--- config.mk ---
export PLATFORM = sky130hd
export DESIGN_NAME = life_cell_window_update_core
export DESIGN_NICKNAME = d
export VERILOG_FILES = /design/src/rtl/lcwu_pkg.sv /design/src/rtl/lcwu_lane.sv /design/src/rtl/lcwu_outq.sv /design/src/rtl/life_cell_window_update_core.sv
export SDC_FILE = /design/constraint.sdc
export NUM_CORES = 1
export LEC_CHECK = 0
export CAP_MARGIN = 25
export CORE_ASPECT_RATIO = 2
export CORE_MARGIN = 4
export CORE_UTILIZATION = 62
export CTS_CLUSTER_SIZE = 20
export DETAILED_ROUTE_END_ITERATION = 8
export DONT_BUFFER_PORTS = 1
export GPL_TIMING_DRIVEN = 0
export HOLD_SLACK_MARGIN = 0.03
export MAX_ROUTING_LAYER = met4
export PLACE_DENSITY = 0.78
export SLEW_MARGIN = 20
export SYNTH_ARGS = -nofsm -noshare
export SYNTH_HDL_FRONTEND = slang
export SYNTH_HIERARCHICAL = 1
export SYNTH_SLANG_ARGS = --single-unit
export TNS_END_PERCENT = 50
--- constraint.sdc ---
create_clock -name clk -period 4.7 [get_ports clk]
set_input_delay 0.94 -clock clk [delete_from_list [all_inputs] [get_ports clk]]
set_output_delay 0.94 -clock clk [all_outputs]
set_load 0.01 [all_outputs]
--- src/rtl/lcwu_pkg.sv ---
// ----------------------------------------------------------------------------
// lcwu_pkg
// Shared types and constants for the life cell window update block: column
// and result structs, register indexes and the B3/S23 rule thresholds.
// ----------------------------------------------------------------------------
package lcwu_pkg;

  localparam int PIX_W     = 4;
  localparam int CFG_IDX_W = 1;
  localparam int CFG_DAT_W = PIX_W;
  // alive neighbour count of a 3x3 window without its centre fits 0..8
  localparam int CNT_W     = 4;

  // configuration register indexes
  localparam logic [CFG_IDX_W-1:0] REG_ALIVE = 1'd0;
  localparam logic [CFG_IDX_W-1:0] REG_DEAD  = 1'd1;

  // rule thresholds
  localparam logic [CNT_W-1:0] BIRTH_CNT   = 4'd3;
  localparam logic [CNT_W-1:0] SURVIVE_MIN = 4'd2;
  localparam logic [CNT_W-1:0] SURVIVE_MAX = 4'd3;

  // output queue sizing
  localparam int OQ_DEPTH = 4;
  localparam int OQ_PTR_W = $clog2(OQ_DEPTH);
  localparam int OQ_CNT_W = $clog2(OQ_DEPTH + 1);

  typedef logic [PIX_W-1:0] pix_t;

  typedef struct packed {
    pix_t above;
    pix_t centre;
    pix_t below;
  } col_t;

  typedef struct packed {
    pix_t above_pixel;
    pix_t centre_pixel;
    pix_t below_pixel;
    logic row_end;
  } in_item_t;

  typedef struct packed {
    pix_t new_pixel;
    logic last;
  } out_item_t;

  // results handed to the output queue in one cycle
  typedef struct packed {
    logic [1:0] num;
    out_item_t  first;
    out_item_t  second;
  } push_t;

endpackage

--- src/rtl/lcwu_lane.sv ---
// ----------------------------------------------------------------------------
// lcwu_lane
// One rule lane: counts alive neighbours in a three-column window and
// returns the next-generation value of the middle column's centre pixel.
// ----------------------------------------------------------------------------
module lcwu_lane import lcwu_pkg::*; (
  input  col_t left_col,
  input  logic left_ok,
  input  col_t mid_col,
  input  col_t right_col,
  input  logic right_ok,
  input  pix_t alive_value,
  input  pix_t dead_value,
  output pix_t new_pixel
);

  logic [2:0]       left_hits;
  logic [2:0]       right_hits;
  logic [1:0]       mid_hits;
  logic [1:0]       left_n;
  logic [1:0]       right_n;
  logic [CNT_W-1:0] nbr_cnt;

  // alive matches per column, edges outside the row count nothing
  assign left_hits  = {left_col.above == alive_value, left_col.centre == alive_value,
                       left_col.below == alive_value} & {3{left_ok}};
  assign right_hits = {right_col.above == alive_value, right_col.centre == alive_value,
                       right_col.below == alive_value} & {3{right_ok}};
  assign mid_hits   = {mid_col.above == alive_value, mid_col.below == alive_value};

  assign left_n  = 2'(left_hits[0]) + 2'(left_hits[1]) + 2'(left_hits[2]);
  assign right_n = 2'(right_hits[0]) + 2'(right_hits[1]) + 2'(right_hits[2]);
  assign nbr_cnt = CNT_W'(left_n) + CNT_W'(right_n)
                 + CNT_W'(mid_hits[0]) + CNT_W'(mid_hits[1]);

  // survival, birth or pass-through; alive test wins when both colours match
  always_comb begin
    new_pixel = mid_col.centre;
    if (mid_col.centre == alive_value) begin
      if (nbr_cnt < SURVIVE_MIN || nbr_cnt > SURVIVE_MAX) begin
        new_pixel = dead_value;
      end
    end else if (mid_col.centre == dead_value) begin
      if (nbr_cnt == BIRTH_CNT) begin
        new_pixel = alive_value;
      end
    end
  end

endmodule

--- src/rtl/lcwu_outq.sv ---
// ----------------------------------------------------------------------------
// lcwu_outq
// Merging output queue: takes up to two lane results per cycle in order and
// hands them out one per transaction on the result channel.
// ----------------------------------------------------------------------------
module lcwu_outq import lcwu_pkg::*; (
  input  logic      clk,
  input  logic      rst_n,
  input  push_t     push,
  output logic      room,
  output logic      out_valid,
  input  logic      out_ready,
  output out_item_t out_data
);

  out_item_t             entry_r [OQ_DEPTH];
  logic [OQ_PTR_W-1:0]   wr_ptr_r, wr_ptr_nxt;
  logic [OQ_PTR_W-1:0]   rd_ptr_r, rd_ptr_nxt;
  logic [OQ_CNT_W-1:0]   count_r, count_nxt;
  logic [OQ_PTR_W-1:0]   wr_ptr_p1;
  logic                  pop;

  // space for a row-end pair is always kept before taking a column
  assign room      = count_r <= OQ_CNT_W'(OQ_DEPTH - 2);
  assign out_valid = count_r != '0;
  assign out_data  = entry_r[rd_ptr_r];
  assign pop       = out_valid && out_ready;
  assign wr_ptr_p1 = wr_ptr_r + 1'b1;

  // pointer and fill bookkeeping
  always_comb begin
    wr_ptr_nxt = wr_ptr_r + OQ_PTR_W'(push.num);
    rd_ptr_nxt = rd_ptr_r + OQ_PTR_W'(pop);
    count_nxt  = count_r + OQ_CNT_W'(push.num) - OQ_CNT_W'(pop);
  end

  always_ff @(posedge clk) begin
    if (!rst_n) begin
      wr_ptr_r <= '0;
      rd_ptr_r <= '0;
      count_r  <= '0;
    end else begin
      wr_ptr_r <= wr_ptr_nxt;
      rd_ptr_r <= rd_ptr_nxt;
      count_r  <= count_nxt;
    end
  end

  // entry storage, first result at the write pointer, second just after
  always_ff @(posedge clk) begin
    if (push.num != 2'd0) begin
      entry_r[wr_ptr_r] <= push.first;
    end
    if (push.num == 2'd2) begin
      entry_r[wr_ptr_p1] <= push.second;
    end
  end

endmodule

--- src/rtl/life_cell_window_update_core.sv ---
// ----------------------------------------------------------------------------
// life_cell_window_update_core
// B3/S23 life update of a colour-indexed image, one pixel column per
// transaction, with two rule lanes and a merging output queue.
// ----------------------------------------------------------------------------
// Output: with the queue empty, the first result is shown on out_* in the cycle
//   after the column that completes it is accepted; the second result of a
//   row-end pair follows once the first has been taken.
// Throughput: one column per cycle; a row-end column gives two results and
//   the four-entry output queue drains one per cycle, so in_ready drops only
//   under output back-pressure.
// Reset: synchronous rst_n clears the window, the queue and sets
//   alive_value to 1 and dead_value to 0.
module life_cell_window_update_core import lcwu_pkg::*; (
  input  logic                 clk,
  input  logic                 rst_n,
  input  logic                 in_valid,
  output logic                 in_ready,
  input  in_item_t             in_data,
  output logic                 out_valid,
  input  logic                 out_ready,
  output out_item_t            out_data,
  input  logic                 cfg_wr_en,
  input  logic [CFG_IDX_W-1:0] cfg_index,
  input  logic [CFG_DAT_W-1:0] cfg_wdata
);

  pix_t       alive_r, dead_r;
  col_t       left_r, left_nxt;
  col_t       mid_r, mid_nxt;
  logic [1:0] held_r, held_nxt;
  col_t       cur_col;
  logic       accept;
  logic       started;
  col_t       lane0_left, lane0_mid;
  pix_t       lane0_pix, lane1_pix;
  push_t      push;

  assign cur_col = '{above: in_data.above_pixel, centre: in_data.centre_pixel,
                     below: in_data.below_pixel};
  assign accept  = in_valid && in_ready;
  assign started = held_r != 2'd0;

  // configuration registers
  always_ff @(posedge clk) begin
    if (!rst_n) begin
      alive_r <= 4'd1;
      dead_r  <= 4'd0;
    end else if (cfg_wr_en) begin
      case (cfg_index)
        REG_ALIVE: alive_r <= cfg_wdata;
        REG_DEAD:  dead_r  <= cfg_wdata;
        default:   ;
      endcase
    end
  end

  // lane 0: pending pixel, or the lone pixel of a single-column row
  assign lane0_left = left_r;
  assign lane0_mid  = started ? mid_r : cur_col;

  lcwu_lane u_lane0 (
    .left_col    (lane0_left),
    .left_ok     (held_r[1]),
    .mid_col     (lane0_mid),
    .right_col   (cur_col),
    .right_ok    (started),
    .alive_value (alive_r),
    .dead_value  (dead_r),
    .new_pixel   (lane0_pix)
  );

  // lane 1: final pixel of the row, nothing to its right
  lcwu_lane u_lane1 (
    .left_col    (mid_r),
    .left_ok     (1'b1),
    .mid_col     (cur_col),
    .right_col   (cur_col),
    .right_ok    (1'b0),
    .alive_value (alive_r),
    .dead_value  (dead_r),
    .new_pixel   (lane1_pix)
  );

  // merge lane results into queue pushes
  always_comb begin
    push.num    = 2'd0;
    push.first  = '{new_pixel: lane0_pix, last: 1'b0};
    push.second = '{new_pixel: lane1_pix, last: 1'b1};
    if (accept) begin
      if (!started) begin
        if (in_data.row_end) begin
          push.num        = 2'd1;
          push.first.last = 1'b1;
        end
      end else begin
        push.num = in_data.row_end ? 2'd2 : 2'd1;
      end
    end
  end

  // column window update
  always_comb begin
    left_nxt = left_r;
    mid_nxt  = mid_r;
    held_nxt = held_r;
    if (accept) begin
      if (!started) begin
        if (!in_data.row_end) begin
          mid_nxt  = cur_col;
          held_nxt = 2'd1;
        end
      end else if (in_data.row_end) begin
        left_nxt = '0;
        mid_nxt  = '0;
        held_nxt = 2'd0;
      end else begin
        left_nxt = mid_r;
        mid_nxt  = cur_col;
        held_nxt = 2'd2;
      end
    end
  end

  always_ff @(posedge clk) begin
    if (!rst_n) begin
      left_r <= '0;
      mid_r  <= '0;
      held_r <= 2'd0;
    end else begin
      left_r <= left_nxt;
      mid_r  <= mid_nxt;
      held_r <= held_nxt;
    end
  end

  lcwu_outq u_outq (
    .clk       (clk),
    .rst_n     (rst_n),
    .push      (push),
    .room      (in_ready),
    .out_valid (out_valid),
    .out_ready (out_ready),
    .out_data  (out_data)
  );

endmodule

==> results of run 1 <==
[registers in the layout, summed over array words and instances, names as in the netlist]
| register | flops |
|---|---|
| alive_r | 4 |
| dead_r | 4 |
| held_r | 2 |
| lane0_left | 12 |
| mid_r | 12 |
| u_outq/count_r | 3 |
| u_outq/entry_r | 20 |
| u_outq/rd_ptr_r | 2 |
| u_outq/wr_ptr_r | 2 |
[cell families (layout without fill, tap and decap cells)]
family                   Yosys count  count (layout)  share of synthesized area
XOR/XNOR                          76              76                      0.161
other                              2              10                    0.00174
multiplexers                      41              41                      0.119
flip-flops                        61              61                      0.330
AND/OR/NAND/NOR                  102             102                      0.139
buffers and inverters             48              64                     0.0566
AO/OA/AOI/OAI                     63              63                      0.125
adder cells (fa/ha/maj)           18              18                     0.0679
[report_power, final]
group          switching (W)  total, W  internal, W
sequential         0.0000556  0.000685     0.000630
combinational       0.000323  0.000635     0.000312
clock               0.000221  0.000640     0.000420
[critical path, cell delays in order, from the launching register on]
cell      delay (ns)
dfxtp_1         0.32
buf_4           0.20
xor2_1          0.17
nor4_1          0.55
fa_1            0.51
inv_1           0.09
fa_1            0.16
inv_1           0.04
ha_1            0.31
fa_1            0.42
ha_1            0.20
a21o_2          0.21
a21oi_2         0.31
nor2b_4         0.09
a221oi_1        0.63
mux2_2          0.29
[per-layer routing]
layer / track usage / vias up
met5: - / -
met1: 0.255 / 1504
met3: 0.0499 / 24
met2: 0.455 / 86
li1: - / 1483
met4: 0.128 / 0
[what timing repair did]
| action | CTS | global route |
|---|---|---|
| gates resized for setup | 0 | 6 |
| hold buffers | 0 | 0 |
| setup endpoints to repair | 0 | 16 |
[through the flow]
stage                     cells  cell area, µm²  hold slack (ns)
final                       523            4780            0.501
after global routing        523            4780            0.519
after CTS                   523            4740            0.502
after detailed placement    507            4450            0.490
after global placement      507            4450            0.485
after floorplan             419            4340            0.457
[Yosys cell counts, types with 4 or more instances]
cell / count
and2_1: 5
dfxtp_1: 41
a221oi_1: 8
mux2i_1: 4
buf_2: 6
xor2_1: 54
inv_1: 28
nor2b_1: 8
fa_1: 9
mux2_2: 27
nand2b_1: 7
nor2_1: 15
o21ai_0: 4
a22o_1: 22
nand3_1: 9
edfxtp_1: 20
buf_6: 4
mux4_2: 5
buf_4: 7
a21boi_0: 11
nor4_1: 12
ha_1: 9
nand2_1: 25
mux2_1: 5
nor3_1: 4
xnor2_1: 20
nand4_1: 4
[worst paths after layout]
kind                                             end     startpoint  cells past startpoint  slack (ns)
worst max register to register  u_outq/entry_r[1][2]     alive_r[2]                     15        0.07
worst min register to register         lane0_left[6]  lane0_left[6]                      2        0.50
worst min-delay path                   lane0_left[6]  lane0_left[6]                      2        0.50
worst max-delay path            u_outq/entry_r[1][2]     alive_r[2]                     15        0.07
[area by class of cell]
type / count / area (µm²) / share of cell area
multi-input cells: 310 / 2710 / 0.567
flip-flops and latches: 61 / 1420 / 0.297
clock buffers: 11 / 243 / 0.0508
plain buffers: 19 / 135 / 0.0283
well taps: 88 / 110 / 0.0230
inverters: 29 / 109 / 0.0228
clock inverters: 5 / 50.0 / 0.0105
==> impl_metrics.ini, run 1 <==
[final_layout]
layout-drive-gt1-share = 0.193
num_antenna_cells = 0
mostFrequentLayoutCell = xor2_1
utilization = 0.716
num-fill-cells = 522
mostFrequentLayoutCells = xor2_1, dfxtp_1, inv_1
final_nets = 471
syn2layout_area_growth_pct = 10.9

[route]
dr.max_layer_used = met4
wirelength_mm = 9.90
wl_met2_mm = 5.57
wl_met3_um = 441
drc_errors = 0
vias = 3097
dr.pass1.iters = 5
wire_per_inst_um = 18.9
drt_iter0_markers = 198
drtAntennaViolNets = 0
vias_per_cell = 5.92
drt-met1-wl_mm = 3.57

[job]
drv_cap = 0

[grt]
grt.overflow.total = 0
grt.total_usage = 0.256
grt_pass1_vias = 3204
grt_pass1_wl_mm = 15.7
grt_max_degree = 15
antenna_found_initial = 0

[clock_network]
post_cts_buffers = 0
cts_buffers = 9
tritoncts = yes
htreeDepth = 3
path_clk_slew_ns = 0.05
cts.sinks = 61
cts.root.buffer_cell = clkbuf_16
cts_buffer_depth = 2
worstSkewPairLatency_ns = 0.32

[place]
place_hpwl_mm = 7.42
dp_slack_ns = -0.208
place_congestion = 0.850
io_buffers = 0

[yosys]
async_flop_share = 0
syn_inst = 411
syn_area_per_cell_um2 = 10.5
yosys-top-cells-area = dfxtp_1, edfxtp_1, xor2_1, mux2_2, a22o_1
synth_cell_types = 54
synth_ff_type = dfxtp_1
synth-seq-cells = 61
synth_warnings = 6
seq_area_frac_synth = 0.330
synth_area_mm2 = 0.00431
synth.top_cell.area_share = 0.190
synth-edff-count = 20
yosysTopAreaCell = dfxtp_1

[floorplan]
die-height_um = 126
rows = 42
num_io_pins = 30
dieArea_mm2 = 0.00843
core-area_mm2 = 0.00667
start_util = 0.646
die_w_um = 67.0

[sta]
worst_slack_ns = 0.0702
relSlewSlack = 0.375
fin_crit_sh = 0.985
clock_skew_ns = 0.00318
max_freq_mhz = 216
finalSetupTns_ns = 0
setup_viol = 0
slew_viol_final = 0
fin_crit_ns = 4.63
rsz0062_at_grt = yes
hold_viol_final = 0
worst_pin_slew_ns = 0.930

[outcome]
status = finished clean

[worst_setup_path]
worstSetupPathType = reg2reg
arrival_ns = 4.82
worstSetupStartpointType = flop
worst-endpoint-required_ns = 4.89
path_max_fanout = 10
endpoint_kind = flop

[power]
cellPowerDensity_mw_per_mm2 = 410
peakVddDrop_v = 0.000224
finalPower_w = 0.00196
leakagePower_nw = 2.04

[worst_hold_path]
hp-class = reg2reg
Power figures use the tool's default switching activity.
==> run 2: changes to the inputs <==
--- a/config.mk
+++ b/config.mk
@@ -7,12 +7,11 @@
 export LEC_CHECK = 0
 export CAP_MARGIN = 25
 export CORE_ASPECT_RATIO = 2
-export CORE_MARGIN = 4
+export CORE_MARGIN = 2
 export CORE_UTILIZATION = 62
 export CTS_CLUSTER_SIZE = 20
 export DETAILED_ROUTE_END_ITERATION = 8
 export DONT_BUFFER_PORTS = 1
-export GPL_TIMING_DRIVEN = 0
 export HOLD_SLACK_MARGIN = 0.03
 export MAX_ROUTING_LAYER = met4
 export PLACE_DENSITY = 0.78
==> impl_metrics.ini, run 2 (synthesis results as in run 1) <==
[grt]
grt.overflow.total = 0
antenna_found_initial = 0
grt_pass1_vias = 3163
grt_max_degree = 24
grt.total_usage = 0.273
grt_pass1_wl_mm = 15.6

[power]
finalPower_w = 0.00198
leakagePower_nw = 2.03
cellPowerDensity_mw_per_mm2 = 412
peakVddDrop_v = 0.000257

[route]
drt_iter0_markers = 247
wire_per_inst_um = 18.6
wl_met3_um = 480
wl_met2_mm = 5.00
wirelength_mm = 9.63
dr.pass1.iters = 4
drc_errors = 0
dr.max_layer_used = met4
drt-met1-wl_mm = 3.84
vias_per_cell = 6.07
vias = 3148
drtAntennaViolNets = 0

[worst_hold_path]
min-delay-start = lane0_left[2]
hp-class = reg2reg
min_to = lane0_left[2]
holdPathStages = 1

[final_layout]
num-fill-cells = 524
utilization = 0.705
largest_reg_flops = 20
largest-register = u_outq/entry_r
layout-drive-gt1-share = 0.207
syn2layout_area_growth_pct = 11.8
num_antenna_cells = 0
seqCellArea_mm2 = 0.00142
mostFrequentLayoutCell = xor2_1
multi_input_area_mm2 = 0.00276
fin_area_mm2 = 0.00482
mostFrequentLayoutCells = xor2_1, dfxtp_1, inv_1
final_nets = 465

[sta]
slew_viol_final = 0
worst_slack_ns = 0.220
rsz0062_at_grt = no
fin_crit_ns = 4.48
clock_skew_ns = 0.00519
max_freq_mhz = 223
setup_viol = 0
worst_pin_slew_ns = 0.886
hold_viol_final = 0
fin_crit_sh = 0.953
relSlewSlack = 0.404

[worst_setup_path]
path_max_fanout = 5
worstSetupStartpointType = primary input
arrival_ns = 4.68
worstSetupPathType = in2reg
rr_endpoint = u_outq/entry_r[0][4]
r2r_cells = 17
r2r_slack_ns = 0.23
endpoint_kind = flop
worst-endpoint-required_ns = 4.90
rr_startpoint = alive_r[2]

[clock_network]
cts_buffers = 9
cts.sinks = 61
tritoncts = yes
path_clk_slew_ns = 0.05
cts_hold_buf = 0
cts.root.buffer_cell = clkbuf_16
worstSkewPairLatency_ns = 0.33
htreeDepth = 3
cts_buffer_depth = 2
post_cts_buffers = 0

[floorplan]
core-area_mm2 = 0.00683
dieArea_mm2 = 0.00767
start_util = 0.631
rows = 43
die-height_um = 122
num_io_pins = 30
die_w_um = 63.0

[place]
place_congestion = 0.843
io_buffers = 0
postPlaceCellArea_mm2 = 0.00443
dp_slack_ns = -0.211
place_hpwl_mm = 6.87

[job]
drv_cap = 0

[outcome]
status = finished clean
==> run 2: cell count changes in the layout (fill, tap and decap cells not counted) <==
| cell | change |
|---|---|
| a221oi_4 | +2 |
| clkinvlp_4 | +2 |
| buf_12 | +1 |
| a221oi_2 | +2 |
| dfxtp_1 | -2 |
| clkinv_1 | -2 |
| buf_6 | -4 |
| clkbuf_1 | -3 |
| buf_4 | +5 |
| clkinv_2 | +1 |
| a221oi_1 | -4 |
| dfxtp_2 | +2 |
| buf_2 | -6 |
==> run 2: per-stage QoR <==
stage                     hold slack [ns]  instances  setup TNS (ns)
after floorplan                     0.457        419               0
after global placement              0.484        503               0
after detailed placement            0.488        503           -2.00
after CTS                           0.501        519               0
after global routing                0.527        519               0
final                               0.495        519               0
==> run 2: layout make-up <==
class	count	share of cell area
clock buffers	10	0.0496
clock inverters	6	0.0130
inverters	29	0.0226
multi-input cells	310	0.573
flip-flops and latches	61	0.296
well taps	90	0.0234
repair buffers	13	0.0229
==> run 2: how the worst max path moves through the flow <==
stage | from | slack [ns] | end
after floorplan | in_data[3] | 0.30 | u_outq/entry_r[0][2]
after global placement | in_data[3] | 0.002 | u_outq/entry_r[0][1]
after detailed placement | in_data[3] | -0.21 | u_outq/entry_r[1][2]
after CTS | alive_r[3] | 0.01 | u_outq/entry_r[0][1]
after global routing | alive_r[2] | 0.02 | u_outq/entry_r[3][3]
final | in_data[3] | 0.22 | u_outq/entry_r[0][4]
==> run 2: critical path: stages <==
cell      delay [ns]
xor2_1          0.13
nor4_1          0.41
fa_1            0.49
inv_1           0.09
fa_1            0.38
inv_1           0.07
ha_1            0.25
fa_1            0.43
ha_1            0.22
nor2_1          0.11
a21o_2          0.18
nand4_2         0.19
nor2b_4         0.21
a221oi_2        0.33
mux2_2          0.23
==> run 2: repair_timing <==
item / CTS / global route
endpoints found under the hold margin: 0 / 0
setup endpoints to repair: 5 / 16
gates resized for setup: 2 / 12
==> run 2: layer usage <==
metal | global-route usage | vias to the layer above
met3 | 0.0591 | 29
met5 | - | -
met1 | 0.309 | 1549
met4 | 0.150 | 0
li1 | - | 1469
met2 | 0.447 | 101
==> run 2: power breakdown <==
group	leakage (nW)	switching [W]	internal [W]	total [W]
Combinational	1.37	0.000309	0.000312	0.000621
Clock	0.140	0.000238	0.000422	0.000660
Sequential	0.518	0.0000741	0.000629	0.000704
Total	2.03	0.000621	0.00136	0.00198
==> run 3: changes to the inputs <==
--- a/config.mk
+++ b/config.mk
@@ -15,6 +15,7 @@
 export HOLD_SLACK_MARGIN = 0.03
 export MAX_ROUTING_LAYER = met4
 export PLACE_DENSITY = 0.78
+export RECOVER_POWER = 100
 export SLEW_MARGIN = 20
 export SYNTH_ARGS = -nofsm -noshare
 export SYNTH_HDL_FRONTEND = slang
==> impl_metrics.ini, run 3 (synthesis results as in run 1) <==
[route]
dr.pass1.iters = 4
wirelength_mm = 9.69
drt_iter0_markers = 185
drc_errors = 0
vias_per_cell = 6.05
vias = 3139
wire_per_inst_um = 18.7
drtAntennaViolNets = 0

[outcome]
violations = capacitance limit
status = finished with violations

[place]
dp_slack_ns = -0.211
place_congestion = 0.843
io_buffers = 0
place_hpwl_mm = 6.87

[clock_network]
worstSkewPairLatency_ns = 0.33
path_clk_slew_ns = 0.05
tritoncts = yes
cts.root.buffer_cell = clkbuf_16
htreeDepth = 3
cts_buffers = 9
cts_buffer_depth = 2
cts.sinks = 61

[floorplan]
dieArea_mm2 = 0.00767
num_io_pins = 30
die-height_um = 122
die_w_um = 63.0
rows = 43
start_util = 0.631
core-area_mm2 = 0.00683

[power]
cellPowerDensity_mw_per_mm2 = 414
leakagePower_nw = 2.00
peakVddDrop_v = 0.000257

[grt]
grt_pass1_vias = 3163
antenna_found_initial = 0
grt_max_degree = 24
grt_pass1_wl_mm = 15.6
grt.total_usage = 0.273
grt.overflow.total = 0

[sta]
setup_viol = 0
whs_ns = 0.495
rsz0062_at_grt = no
max_freq_mhz = 223
fin_crit_ns = 4.49
relSlewSlack = 0.00990
hold_viol_final = 0
clock_skew_ns = 0.00508
slew_viol_final = 0
fin_crit_sh = 0.955
worst_pin_slew_ns = 1.47
worst_slack_ns = 0.212

[final_layout]
num-fill-cells = 532
mostFrequentLayoutCells = xor2_1, dfxtp_1, inv_1
num_antenna_cells = 0
largest_reg_flops = 20
layout-drive-gt1-share = 0.193
mostFrequentLayoutCell = xor2_1
final_nets = 465
syn2layout_area_growth_pct = 10.6
utilization = 0.698
largest-register = u_outq/entry_r

[worst_setup_path]
endpoint_kind = flop
crit_chain = buf_12, xor2_1, nor4_2, buf_4, fa_1, inv_1, fa_1, inv_1, ha_1, fa_1, ha_1, nor2_1, a21o_2, nand4_2, nor2b_4, a221oi_2, mux2_2
cp_common_cell = fa_1
worst-endpoint-required_ns = 4.90
arrival_ns = 4.69
slowest_stage = fa_1
worstSetupStartpointType = flop
worstSetupPathType = reg2reg
path_max_fanout = 20
cp_slowest_stage_delay_ns = 0.53

[worst_hold_path]
hp-class = reg2reg

[job]
drv_cap = 1
==> run 3: routing by layer <==
layer,vias up,GRT usage,routed length [µm]
met5,-,-,0
met4,0,0.150,420
met3,32,0.0591,415
met2,87,0.447,4860
met1,1550,0.309,4000
li1,1470,-,-
==> run 3: timing repair <==
action	CTS	global route
setup endpoints to repair	5	16
cloned	0	0
setup buffers	0	0
hold buffers	0	0
gates resized for setup	2	12
==> run 3: path summary, 6_finish.rpt <==
| check | from | to | slack [ns] | depth (start not counted) |
|---|---|---|---|---|
| hold / removal | lane0_left[2] | lane0_left[2] | 0.50 | 1 |
| setup / recovery | alive_r[2] | u_outq/entry_r[0][4] | 0.21 | 17 |
| setup reg to reg | alive_r[2] | u_outq/entry_r[0][4] | 0.21 | 17 |
| hold reg to reg | lane0_left[2] | lane0_left[2] | 0.50 | 1 |
==> run 3: area by class of cell <==
class                      count  area, µm²  area share
clock buffer                  10        239      0.0501
clock inverter                 6       62.6      0.0131
inverter                      29        109      0.0228
multi-input combinational    310       2720       0.570
sequential                    61       1420       0.299
tap                           90        113      0.0236
timing repair buffer          13        103      0.0215
==> run 3: worst max-delay path, delay by kind of cell, from the launching register on <==
family	cells	cell delay [ns]
AOI/OAI and AO/OA	2	0.51
DFF	1	0.37
buffers and inverters	4	0.45
muxes	1	0.22
and+or+nand+nor	4	0.61
xor gates and xnor gates	1	0.19
adders and majority gates	5	2.00
==> run 3: power breakdown <==
part           leakage (nW)  switching (W)  internal (W)
Combinational          1.34       0.000307      0.000305
Clock                 0.140       0.000239      0.000422
Sequential            0.518      0.0000702      0.000629
==> run 3: through the flow <==
stage / instances / area [µm²] / TNS [ns] / total power [W]
5_1_grt: 519 / 4770 / 0 / 0.00207
6_report: 519 / 4770 / 0 / 0.00197
3_5_place_dp: 503 / 4430 / -2.00 / 0.00131
2_1_floorplan: 419 / 4340 / 0 / 0.00119
4_1_cts: 519 / 4740 / 0 / 0.00197
3_3_place_gp: 503 / 4430 / 0 / 0.00128
